`src/hdl/cmae_pkg.sv`:
```
// shared constants, types and state codes for the centered moving average block
// no dependencies
`timescale 1ns / 1ps
`default_nettype none

package cmae_pkg;

  localparam int MAX_RADIUS  = 15;
  localparam int SAMPLE_BITS = 32;
  localparam int CHANNELS    = 3;
  localparam int HW_W        = 4;
  localparam int RING_DEPTH  = 2 * MAX_RADIUS + 2;
  localparam int RING_AW     = $clog2(RING_DEPTH);
  localparam int RING_W      = CHANNELS * SAMPLE_BITS;
  localparam int RAD_W       = $clog2(MAX_RADIUS + 1);
  localparam int OFFS_W      = $clog2(MAX_RADIUS + 2);
  localparam int SEEN_W      = $clog2(RING_DEPTH + 1);
  localparam int WIN_W       = $clog2(2 * MAX_RADIUS + 2);
  localparam int SUM_W       = SAMPLE_BITS + $clog2(2 * MAX_RADIUS + 1);
  localparam int NUM_W       = SUM_W + 1;
  localparam int DEN_W       = $clog2(2 * (2 * MAX_RADIUS + 1) + 1);
  localparam int CNT_W       = $clog2(NUM_W + 1);
  localparam int JQ_DEPTH    = 4;
  localparam int JQ_AW       = $clog2(JQ_DEPTH);

  typedef logic [SAMPLE_BITS-1:0] sample_t;

  typedef struct packed {
    logic [RING_AW-1:0] center;
    logic [RAD_W-1:0]   radius;
    logic               fin;
  } job_t;

  typedef enum logic [1:0] {
    BK_IDLE,
    BK_SUM,
    BK_DIV,
    BK_OUT
  } back_state_e;

endpackage

`default_nettype wire

```
`src/hdl/centered_moving_average_edge_shrink_top.sv`:
```
// top level of the centered moving average with edge shrink
// depends on cmae_pkg, cmae_ram, cmae_front, cmae_jobq, cmae_back
`timescale 1ns / 1ps
`default_nettype none

// Three-channel centered moving average. Each sample beat is pushed while full
// is low; results come out in order, each the rounded mean over a window of
// radius min(i, n-1-i, half_window), once the window is complete or when the
// beat marked end_of_series arrives. Samples live in a 32-entry ring ram with
// one read port. A result sums its window through that port, forms the
// numerator, runs a one-bit-per-cycle divider and is handed to the output
// register; a new sample is taken only after all results of the previous
// one are computed. The last beat of a series may release up to 16 results.
// half_window may be written only while the block is idle.
module centered_moving_average_edge_shrink_top
  import cmae_pkg::*;
(
  input  wire logic            clk_i,
  input  wire logic            rst_ni,
  input  wire logic            push,
  output logic                 full,
  input  wire sample_t         confirmed_count_i,
  input  wire sample_t         recovered_count_i,
  input  wire sample_t         death_count_i,
  input  wire logic            end_of_series_i,
  output logic                 empty,
  input  wire logic            pop,
  output sample_t              smooth_confirmed_o,
  output sample_t              smooth_recovered_o,
  output sample_t              smooth_deaths_o,
  output logic                 final_result_o,
  input  wire logic            half_window_we_i,
  input  wire logic [HW_W-1:0] half_window_i
);

  logic               ram_we;
  logic [RING_AW-1:0] ram_waddr, ram_raddr;
  logic [RING_W-1:0]  ram_wdata, ram_rdata;
  logic               jq_push, jq_full, jq_pop, jq_empty;
  job_t               jq_in, jq_out;
  logic               back_busy;
  logic               down_idle;

  assign down_idle = jq_empty & ~back_busy;

  cmae_ram #(
    .WIDTH(RING_W),
    .DEPTH(RING_DEPTH)
  ) u_ring (
    .clk_i  (clk_i),
    .we_i   (ram_we),
    .waddr_i(ram_waddr),
    .wdata_i(ram_wdata),
    .raddr_i(ram_raddr),
    .rdata_o(ram_rdata)
  );

  cmae_front u_front (
    .clk_i      (clk_i),
    .rst_ni     (rst_ni),
    .push       (push),
    .full       (full),
    .confirmed_i(confirmed_count_i),
    .recovered_i(recovered_count_i),
    .deaths_i   (death_count_i),
    .last_i     (end_of_series_i),
    .hw_we_i    (half_window_we_i),
    .hw_i       (half_window_i),
    .down_idle_i(down_idle),
    .job_full_i (jq_full),
    .job_push_o (jq_push),
    .job_o      (jq_in),
    .ram_we_o   (ram_we),
    .ram_waddr_o(ram_waddr),
    .ram_wdata_o(ram_wdata)
  );

  cmae_jobq u_jobq (
    .clk_i  (clk_i),
    .rst_ni (rst_ni),
    .push_i (jq_push),
    .job_i  (jq_in),
    .full_o (jq_full),
    .pop_i  (jq_pop),
    .job_o  (jq_out),
    .empty_o(jq_empty)
  );

  cmae_back u_back (
    .clk_i             (clk_i),
    .rst_ni            (rst_ni),
    .job_i             (jq_out),
    .job_empty_i       (jq_empty),
    .job_pop_o         (jq_pop),
    .ram_raddr_o       (ram_raddr),
    .ram_rdata_i       (ram_rdata),
    .busy_o            (back_busy),
    .empty             (empty),
    .pop               (pop),
    .smooth_confirmed_o(smooth_confirmed_o),
    .smooth_recovered_o(smooth_recovered_o),
    .smooth_deaths_o   (smooth_deaths_o),
    .final_result_o    (final_result_o)
  );

  // a ring write never lands while a window read is pending
  a_ring_safe: assert property (@(posedge clk_i) disable iff (!rst_ni)
    ram_we |-> (jq_empty && !back_busy))
    else $error("ring written while back end busy");

  a_jq_no_overflow: assert property (@(posedge clk_i) disable iff (!rst_ni)
    jq_full |-> !jq_push)
    else $error("job queue overflow");

  a_jq_no_underflow: assert property (@(posedge clk_i) disable iff (!rst_ni)
    jq_empty |-> !jq_pop)
    else $error("job queue underflow");

endmodule

`default_nettype wire

```
`src/hdl/cmae_ram.sv`:
```
// generic single write port, single read port ram with registered read
// no dependencies
`timescale 1ns / 1ps
`default_nettype none

module cmae_ram #(
  parameter int WIDTH = 8,
  parameter int DEPTH = 32
) (
  input  wire logic                     clk_i,
  input  wire logic                     we_i,
  input  wire logic [$clog2(DEPTH)-1:0] waddr_i,
  input  wire logic [WIDTH-1:0]         wdata_i,
  input  wire logic [$clog2(DEPTH)-1:0] raddr_i,
  output logic      [WIDTH-1:0]         rdata_o
);

  logic [WIDTH-1:0] mem_q [DEPTH];

  always_ff @(posedge clk_i) begin
    if (we_i) begin
      mem_q[waddr_i] <= wdata_i;
    end
    rdata_o <= mem_q[raddr_i];
  end

endmodule

`default_nettype wire

```
`src/hdl/cmae_front.sv`:
```
// front end: takes samples, writes the ring, tracks series position and
// hands averaging jobs to the job queue; uses cmae_pkg
`timescale 1ns / 1ps
`default_nettype none

module cmae_front
  import cmae_pkg::*;
(
  input  wire logic                clk_i,
  input  wire logic                rst_ni,
  input  wire logic                push,
  output logic                     full,
  input  wire sample_t             confirmed_i,
  input  wire sample_t             recovered_i,
  input  wire sample_t             deaths_i,
  input  wire logic                last_i,
  input  wire logic                hw_we_i,
  input  wire logic [HW_W-1:0]     hw_i,
  input  wire logic                down_idle_i,
  input  wire logic                job_full_i,
  output logic                     job_push_o,
  output job_t                     job_o,
  output logic                     ram_we_o,
  output logic [RING_AW-1:0]       ram_waddr_o,
  output logic [RING_W-1:0]        ram_wdata_o
);

  logic [HW_W-1:0]    hw_q;
  logic [RAD_W-1:0]   r_q, r_d;
  logic [SEEN_W-1:0]  seen_q, seen_d;
  logic [OFFS_W-1:0]  offs_q, offs_d;
  logic [RING_AW-1:0] wslot_q, wslot_d;
  logic               last_q, last_d;
  logic               gen_q, gen_d;
  logic               accept, need;
  logic [RING_AW:0]   ctr_tmp;
  logic [SEEN_W-1:0]  idx, ra, rb;

  assign full        = gen_q | ~down_idle_i;
  assign accept      = push & ~full;
  assign ram_we_o    = accept;
  assign ram_waddr_o = wslot_q;
  assign ram_wdata_o = {deaths_i, recovered_i, confirmed_i};

  always_ff @(posedge clk_i or negedge rst_ni) begin
    if (!rst_ni) begin
      hw_q <= HW_W'(3);
    end else if (hw_we_i) begin
      hw_q <= hw_i;
    end
  end

  assign need = last_q ? (offs_q != '0) : (SEEN_W'(offs_q) > SEEN_W'(r_q));

  always_comb begin
    ctr_tmp = {1'b0, wslot_q} + (RING_AW + 1)'(RING_DEPTH) - (RING_AW + 1)'(offs_q);
    if (ctr_tmp >= (RING_AW + 1)'(RING_DEPTH)) begin
      ctr_tmp = ctr_tmp - (RING_AW + 1)'(RING_DEPTH);
    end
    idx = seen_q - SEEN_W'(offs_q);
    ra  = (idx < SEEN_W'(r_q)) ? idx : SEEN_W'(r_q);
    rb  = SEEN_W'(offs_q) - SEEN_W'(1);
    if (last_q && rb < ra) begin
      ra = rb;
    end
    job_o.center = ctr_tmp[RING_AW-1:0];
    job_o.radius = ra[RAD_W-1:0];
    job_o.fin    = last_q & (offs_q == OFFS_W'(1));
  end

  assign job_push_o = gen_q & need & ~job_full_i;

  always_comb begin
    r_d     = r_q;
    seen_d  = seen_q;
    offs_d  = offs_q;
    wslot_d = wslot_q;
    last_d  = last_q;
    gen_d   = gen_q;
    if (accept) begin
      r_d     = (int'(hw_q) > MAX_RADIUS) ? RAD_W'(MAX_RADIUS) : RAD_W'(hw_q);
      wslot_d = (wslot_q == RING_AW'(RING_DEPTH - 1)) ? '0 : wslot_q + RING_AW'(1);
      if (seen_q < SEEN_W'(RING_DEPTH)) begin
        seen_d = seen_q + SEEN_W'(1);
      end
      if (offs_q < OFFS_W'(MAX_RADIUS + 1)) begin
        offs_d = offs_q + OFFS_W'(1);
      end
      last_d = last_i;
      gen_d  = 1'b1;
    end else if (gen_q) begin
      if (!need) begin
        gen_d = 1'b0;
        if (last_q) begin
          seen_d = '0;
          offs_d = '0;
        end
      end else if (!job_full_i) begin
        offs_d = offs_q - OFFS_W'(1);
      end
    end
  end

  always_ff @(posedge clk_i or negedge rst_ni) begin
    if (!rst_ni) begin
      r_q     <= '0;
      seen_q  <= '0;
      offs_q  <= '0;
      wslot_q <= '0;
      last_q  <= 1'b0;
      gen_q   <= 1'b0;
    end else begin
      r_q     <= r_d;
      seen_q  <= seen_d;
      offs_q  <= offs_d;
      wslot_q <= wslot_d;
      last_q  <= last_d;
      gen_q   <= gen_d;
    end
  end

endmodule

`default_nettype wire

```
`src/hdl/cmae_jobq.sv`:
```
// short job queue between the front end and the averaging back end
// uses cmae_pkg
`timescale 1ns / 1ps
`default_nettype none

module cmae_jobq
  import cmae_pkg::*;
(
  input  wire logic clk_i,
  input  wire logic rst_ni,
  input  wire logic push_i,
  input  wire job_t job_i,
  output logic      full_o,
  input  wire logic pop_i,
  output job_t      job_o,
  output logic      empty_o
);

  job_t             ent_q [JQ_DEPTH];
  logic [JQ_AW-1:0] wp_q, rp_q;
  logic [JQ_AW:0]   cnt_q;

  assign full_o  = (cnt_q == (JQ_AW + 1)'(JQ_DEPTH));
  assign empty_o = (cnt_q == '0);
  assign job_o   = ent_q[rp_q];

  always_ff @(posedge clk_i) begin
    if (push_i) begin
      ent_q[wp_q] <= job_i;
    end
  end

  always_ff @(posedge clk_i or negedge rst_ni) begin
    if (!rst_ni) begin
      wp_q  <= '0;
      rp_q  <= '0;
      cnt_q <= '0;
    end else begin
      if (push_i) begin
        wp_q <= wp_q + JQ_AW'(1);
      end
      if (pop_i) begin
        rp_q <= rp_q + JQ_AW'(1);
      end
      cnt_q <= cnt_q + (JQ_AW + 1)'(push_i) - (JQ_AW + 1)'(pop_i);
    end
  end

endmodule

`default_nettype wire

```
`src/hdl/cmae_back.sv`:
```
// back end: sums a window from the ring, divides with rounding one quotient
// bit per cycle and holds the result beat; uses cmae_pkg
`timescale 1ns / 1ps
`default_nettype none

module cmae_back
  import cmae_pkg::*;
(
  input  wire logic               clk_i,
  input  wire logic               rst_ni,
  input  wire job_t               job_i,
  input  wire logic               job_empty_i,
  output logic                    job_pop_o,
  output logic [RING_AW-1:0]      ram_raddr_o,
  input  wire logic [RING_W-1:0]  ram_rdata_i,
  output logic                    busy_o,
  output logic                    empty,
  input  wire logic               pop,
  output sample_t                 smooth_confirmed_o,
  output sample_t                 smooth_recovered_o,
  output sample_t                 smooth_deaths_o,
  output logic                    final_result_o
);

  back_state_e          st_q, st_d;
  logic [RING_AW-1:0]   addr_q, addr_d;
  logic [WIN_W-1:0]     left_q, left_d;
  logic                 rdv_q, rdv_d;
  logic [DEN_W-1:0]     den_q, den_d;
  logic                 fin_q, fin_d;
  logic [CNT_W-1:0]     cnt_q, cnt_d;
  logic [SUM_W-1:0]     acc_q [CHANNELS];
  logic [SUM_W-1:0]     acc_d [CHANNELS];
  logic [NUM_W-1:0]     num_q [CHANNELS];
  logic [NUM_W-1:0]     num_d [CHANNELS];
  logic [DEN_W-1:0]     rem_q [CHANNELS];
  logic [DEN_W-1:0]     rem_d [CHANNELS];
  logic [DEN_W:0]       trial [CHANNELS];
  logic                 outv_q, outv_d;
  sample_t              res_q [CHANNELS];
  logic                 resf_q;
  logic                 out_load;
  logic [RING_AW:0]     start_tmp;

  assign busy_o             = (st_q != BK_IDLE);
  assign empty              = ~outv_q;
  assign smooth_confirmed_o = res_q[0];
  assign smooth_recovered_o = res_q[1];
  assign smooth_deaths_o    = res_q[2];
  assign final_result_o     = resf_q;
  assign ram_raddr_o        = addr_q;

  always_comb begin
    start_tmp = {1'b0, job_i.center} + (RING_AW + 1)'(RING_DEPTH)
                - (RING_AW + 1)'(job_i.radius);
    if (start_tmp >= (RING_AW + 1)'(RING_DEPTH)) begin
      start_tmp = start_tmp - (RING_AW + 1)'(RING_DEPTH);
    end
  end

  always_comb begin
    st_d      = st_q;
    addr_d    = addr_q;
    left_d    = left_q;
    rdv_d     = 1'b0;
    den_d     = den_q;
    fin_d     = fin_q;
    cnt_d     = cnt_q;
    acc_d     = acc_q;
    num_d     = num_q;
    rem_d     = rem_q;
    job_pop_o = 1'b0;
    out_load  = 1'b0;
    outv_d    = outv_q & ~pop;
    for (int c = 0; c < CHANNELS; c++) begin
      trial[c] = {rem_q[c], num_q[c][NUM_W-1]};
    end
    unique case (st_q)
      BK_IDLE: begin
        if (!job_empty_i) begin
          job_pop_o = 1'b1;
          addr_d    = start_tmp[RING_AW-1:0];
          left_d    = {job_i.radius, 1'b1};
          den_d     = {job_i.radius, 2'b10};
          fin_d     = job_i.fin;
          for (int c = 0; c < CHANNELS; c++) begin
            acc_d[c] = '0;
          end
          st_d = BK_SUM;
        end
      end
      BK_SUM: begin
        if (rdv_q) begin
          for (int c = 0; c < CHANNELS; c++) begin
            acc_d[c] = acc_q[c] + SUM_W'(ram_rdata_i[c*SAMPLE_BITS +: SAMPLE_BITS]);
          end
        end
        if (left_q != '0) begin
          rdv_d  = 1'b1;
          left_d = left_q - WIN_W'(1);
          addr_d = (addr_q == RING_AW'(RING_DEPTH - 1)) ? '0 : addr_q + RING_AW'(1);
        end else if (!rdv_q) begin
          // numerator 2*sum + d, divisor 2*d
          for (int c = 0; c < CHANNELS; c++) begin
            num_d[c] = {acc_q[c], 1'b0} + NUM_W'(den_q[DEN_W-1:1]);
            rem_d[c] = '0;
          end
          cnt_d = CNT_W'(NUM_W);
          st_d  = BK_DIV;
        end
      end
      BK_DIV: begin
        for (int c = 0; c < CHANNELS; c++) begin
          if (trial[c] >= {1'b0, den_q}) begin
            rem_d[c] = DEN_W'(trial[c] - {1'b0, den_q});
            num_d[c] = {num_q[c][NUM_W-2:0], 1'b1};
          end else begin
            rem_d[c] = trial[c][DEN_W-1:0];
            num_d[c] = {num_q[c][NUM_W-2:0], 1'b0};
          end
        end
        cnt_d = cnt_q - CNT_W'(1);
        if (cnt_q == CNT_W'(1)) begin
          st_d = BK_OUT;
        end
      end
      BK_OUT: begin
        if (!outv_q || pop) begin
          out_load = 1'b1;
          outv_d   = 1'b1;
          st_d     = BK_IDLE;
        end
      end
      default: st_d = BK_IDLE;
    endcase
  end

  always_ff @(posedge clk_i or negedge rst_ni) begin
    if (!rst_ni) begin
      st_q   <= BK_IDLE;
      rdv_q  <= 1'b0;
      outv_q <= 1'b0;
      left_q <= '0;
      cnt_q  <= '0;
    end else begin
      st_q   <= st_d;
      rdv_q  <= rdv_d;
      outv_q <= outv_d;
      left_q <= left_d;
      cnt_q  <= cnt_d;
    end
  end

  always_ff @(posedge clk_i) begin
    addr_q <= addr_d;
    den_q  <= den_d;
    fin_q  <= fin_d;
    acc_q  <= acc_d;
    num_q  <= num_d;
    rem_q  <= rem_d;
    if (out_load) begin
      for (int c = 0; c < CHANNELS; c++) begin
        res_q[c] <= num_q[c][SAMPLE_BITS-1:0];
      end
      resf_q <= fin_q;
    end
  end

endmodule

`default_nettype wire
```
`config.mk`:
```
export PLATFORM = sky130hd
export DESIGN_NAME = centered_moving_average_edge_shrink_top
export DESIGN_NICKNAME = d
export VERILOG_FILES = /design/src/hdl/cmae_pkg.sv /design/src/hdl/centered_moving_average_edge_shrink_top.sv /design/src/hdl/cmae_ram.sv /design/src/hdl/cmae_front.sv /design/src/hdl/cmae_jobq.sv /design/src/hdl/cmae_back.sv
export SDC_FILE = /design/constraint.sdc
export NUM_CORES = 2
export LEC_CHECK = 0
export ABC_AREA = 1
export ABC_CLOCK_PERIOD_IN_PS = 19160
export BUFFER_PORTS_ARGS = -buffer_cell sky130_fd_sc_hd__buf_2
export CAP_MARGIN = 20
export CORE_MARGIN = 3
export CORE_UTILIZATION = 30
export DETAILED_ROUTE_END_ITERATION = 12
export PLACE_DENSITY_LB_ADDON = 0.15
export SETUP_SLACK_MARGIN = 0.5
export SKIP_CTS_REPAIR_TIMING = 1
export SLEW_MARGIN = 20
export SYNTH_ARGS = -nofsm -noshare
export SYNTH_HDL_FRONTEND = slang
export SYNTH_SLANG_ARGS = --single-unit
```
`constraint.sdc`:
```
create_clock -name clk_i -period 19.16 [get_ports clk_i]
set_input_delay 1.916 -clock clk_i [delete_from_list [all_inputs] [get_ports clk_i]]
set_output_delay 1.916 -clock clk_i [all_outputs]
set_load 0.02 [all_outputs]
```
==> summary.md <==
| Metric | Value |
|---|---|
| Flops & latches, synth | `between 3000 and 4000` |
| Root Driver | `clkbuf_16` |
| Tot GR Track Use | `0.190` |
| Starting Density | `0.302` |
| H-Tree Depth | `5` |
| CTS tree | `built` |
| Via density | `between 5 and 6` |
| Final period util | `0.292` |
| Total number of vias | `between 90000 and 100k` |
| Antenna-violating nets left | `0` |
| Status | `complete, no violations` |
| Grt total ovfl | `0` |
| Share of synthesized registers carrying an async set or reset | `0.0133` |
| First-pass GRT wire length | `705 mm` |
| Clk buf depth | `4` |
| Clock Sinks | `around 3600` |
| Mapped Cells | `between 10000 and 15000` |
| Synth Area in Adders | `0.0163` |
| Final hold vios | `0` |
| Power Total | `27800 uW` |
| Kind of critical path | `flop to flop` |
| Max Fanout on Critical Path | `between 100 and 150` |
| Rows | `about 260` |
| Share of cells above drive strength 1 | `0.0812` |
| Die Height | `709 um` |
| Clk_lat worst skew | `1010 ps` |
| Final Skew | `around 84 ps` |
| Vias in the first global route | `~94000` |
| WL/cell | `25.9 um` |
| Mux cell area share after synthesis | `0` |
| CORE AREA | `between 400000 and 500000 um2` |
| # setup viols final | `0` |
| Crit path launch type | `flop` |
| Synth Area in Compound Gates | `0.128` |
| Setup TNS Final | `0 ps` |
| Drt total wl | `roughly 490 mm` |
| Crit. End Element | `flop` |
| DIE AREA | `slightly above 500000 um2` |
| Worst vdd ir | `approximately 150 uV` |
| Max-cap violations | `0` |
| Worst slew margin | `0.188` |
| PortBufs | `204` |
| Slew Limit Fails | `0` |
| Dominant synthesized flop cell | `edfxtp_1` |
| Hpwl dp | `roughly 280 mm` |
| Initial DRC count | `~9300` |
| Num CTS Buffers | `between 400 and 500` |
| Most frequent cells after synthesis | `3462 x edfxtp_1, 2312 x nor2_1, 1922 x o21ai_0` |
| Worst-margin pin slew | `1200 ps` |
| TritonRoute pass-1 iters | `6` |
| I/O Pins | `just over 200` |
| Leakage | `about 0.056 uW` |
| Number of synthesized flops with an enable pin | `roughly 3500` |
| RSZ-0062 raised after global routing | `no` |
| Register area share after synthesis | `0.722` |
| Fmax | `0.179 GHz` |
| Largest net degree at the start of global routing | `between 150 and 200` |
| Synth warn | `0` |
| Final min period | `5600 ps` |
| Final nets | `~13000` |
| Synth top area share | `0.700` |
| Simple-gate share of the synthesized area | `0.0985` |
| Layout area overhead | `14.1%` |
| Yosys cell types | `56` |
| Most common cell in the synthesized netlist | `edfxtp_1` |
| Final Core Density | `0.345` |
| Drc violations | `0` |
| WP data arrival | `6490 ps` |
| HP Class | `flop to flop` |
| Clock Pin Slew Worst Setup and Hold Paths | `around 60 ps` |
| Syn_area_per_cell | `roughly 12 um2` |
| PwrDens | `around 160 nW/um2` |
| Largest cells by area after synthesis | `edfxtp_1 70%, o21ai_0 6.5%, nor2_1 5.8%` |
| Gpl congestion | `between 0.8 and 0.9` |
| Chip width | `a little over 700 um` |
| Top cell type by total area after synthesis | `edfxtp_1` |
| Antenna violations before repair | `76` |
| Synth Area in XOR/XNOR | `0.00543` |
| CP Data Required Time | `~20000 ps` |
| Largest family of logic cells by synthesized area | `compound AO/OA/AOI/OAI gates` |
| Synthesized cell area | `roughly 150000 um2` |
-- routing by layer --
layer	vias up	track usage	share of wire
met5	-	0	0.00048
met4	36	0.0340	0.019
met3	578	0.0250	0.054
met2	2600	0.302	0.45
met1	50200	0.279	0.47
li1	44900	-	-
-- power breakdown --
part | internal [uW] | switching, uW | total [uW]
clock | 4340 | 3260 | 7600
sequential | 9510 | 759 | 10300
combinational | 2720 | 7190 | 9900
-- cell usage in the layout, fill, tap and decap left out, types with 8 or more instances in the layout --
master / n
clkbuf_1: 114
dfrtp_1: 46
clkbuf_16: 406
clkinv_1: 89
nor2_2: 12
o21bai_1: 8
bufinv_16: 26
buf_2: 204
nor4_1: 17
buf_12: 22
nand2_1: 1084
nor3_1: 82
nor2_1: 2282
diode_2: 16
or2_2: 12
inv_1: 367
a31oi_1: 35
nand4_1: 37
xnor2_1: 26
o21ai_0: 1922
dfxtp_1: 95
fa_1: 13
buf_4: 164
clkinv_2: 50
clkinv_16: 9
xor2_1: 66
inv_6: 10
a21o_1: 15
ha_1: 170
o32ai_1: 33
o21a_1: 26
nand3_1: 158
a21oi_1: 261
clkinvlp_4: 8
edfxtp_1: 3462
o21ai_1: 204
nor2_4: 30
o22ai_1: 935
clkbuf_8: 22
-- registers in the layout (all words and copies together), names as in the netlist, 5 cells and up --
register and count:
u_back.left_q 5, u_jobq.ent_q 40, u_front.seen_q 6, u_front.offs_q 5, u_back.ram_raddr_o 5, u_back.acc_q 111, u_back.cnt_q 6, u_back.rem_q 18
u_back.res_q 96, u_ring.mem_q 3072, u_ring.rdata_o 96, u_front.ram_waddr_o 5, u_back.num_q 114
-- kinds of logic (layout without fill, tap and decap cells) --
group	count (synthesis)	in the layout
AO/OA/AOI/OAI	3472	3472
AND/OR/NAND/NOR	3737	3737
XOR/XNOR	92	92
buffers and inverters	1094	1511
flip-flops	3606	3606
adder cells (fa/ha/maj)	185	185
other	1	18
-- metrics by stage --
stage | hold WS (ps) | setup WS [ps] | instance area, um2 | std cells
2_1_floorplan | 400 | 9520 | 148000 | 12200
3_3_place_gp | 403 | 13040 | 156000 | 18300
3_5_place_dp | 421 | 12970 | 156000 | 18300
4_1_cts | 421 | 13530 | 169000 | 19100
5_1_grt | 428 | 13190 | 169000 | 19100
6_report | 418 | 13570 | 169000 | 19100
-- worst max-delay path, stage by stage, from the launching register on --
cell	delay (ps)
edfxtp_1	610
buf_4	710
buf_12	540
buf_4	650
buf_4	670
buf_12	440
buf_4	620
o21ai_0	190
o22ai_1	180
nor2_1	70
o22ai_1	320
nand2_1	100
nand2_1	80
-- cell type report --
| cell class | instances | area [um2] |
|---|---|---|
| inverters | 378 | 1470 |
| diodes | 16 | 40.0 |
| well taps | 6475 | 8100 |
| repair buffers | 391 | 2720 |
| fillers | 48700 | 322000 |
| clock inverters | 200 | 1930 |
| multi-input cells | 7488 | 37100 |
| flip-flops and latches | 3606 | 107000 |
| clock buffers | 542 | 10900 |
-- final timing paths --
check / slack (ps) / startpoint / to / cells after the start
max in group asynchronous: 17650 / rst_ni / u_front.ram_waddr_o[4] / 2
hold reg to reg: 420 / u_back.fin_q / u_back.final_result_o / 0
setup reg to reg: 13570 / u_back.ram_raddr_o[0] / u_ring.rdata_o[11] / 12
hold / removal: 420 / u_back.fin_q / u_back.final_result_o / 0
min in group asynchronous: 1020 / rst_ni / u_back.outv_q / 2
setup / recovery: 13570 / u_back.ram_raddr_o[0] / u_ring.rdata_o[11] / 12
(Power assumes the default switching activity.)
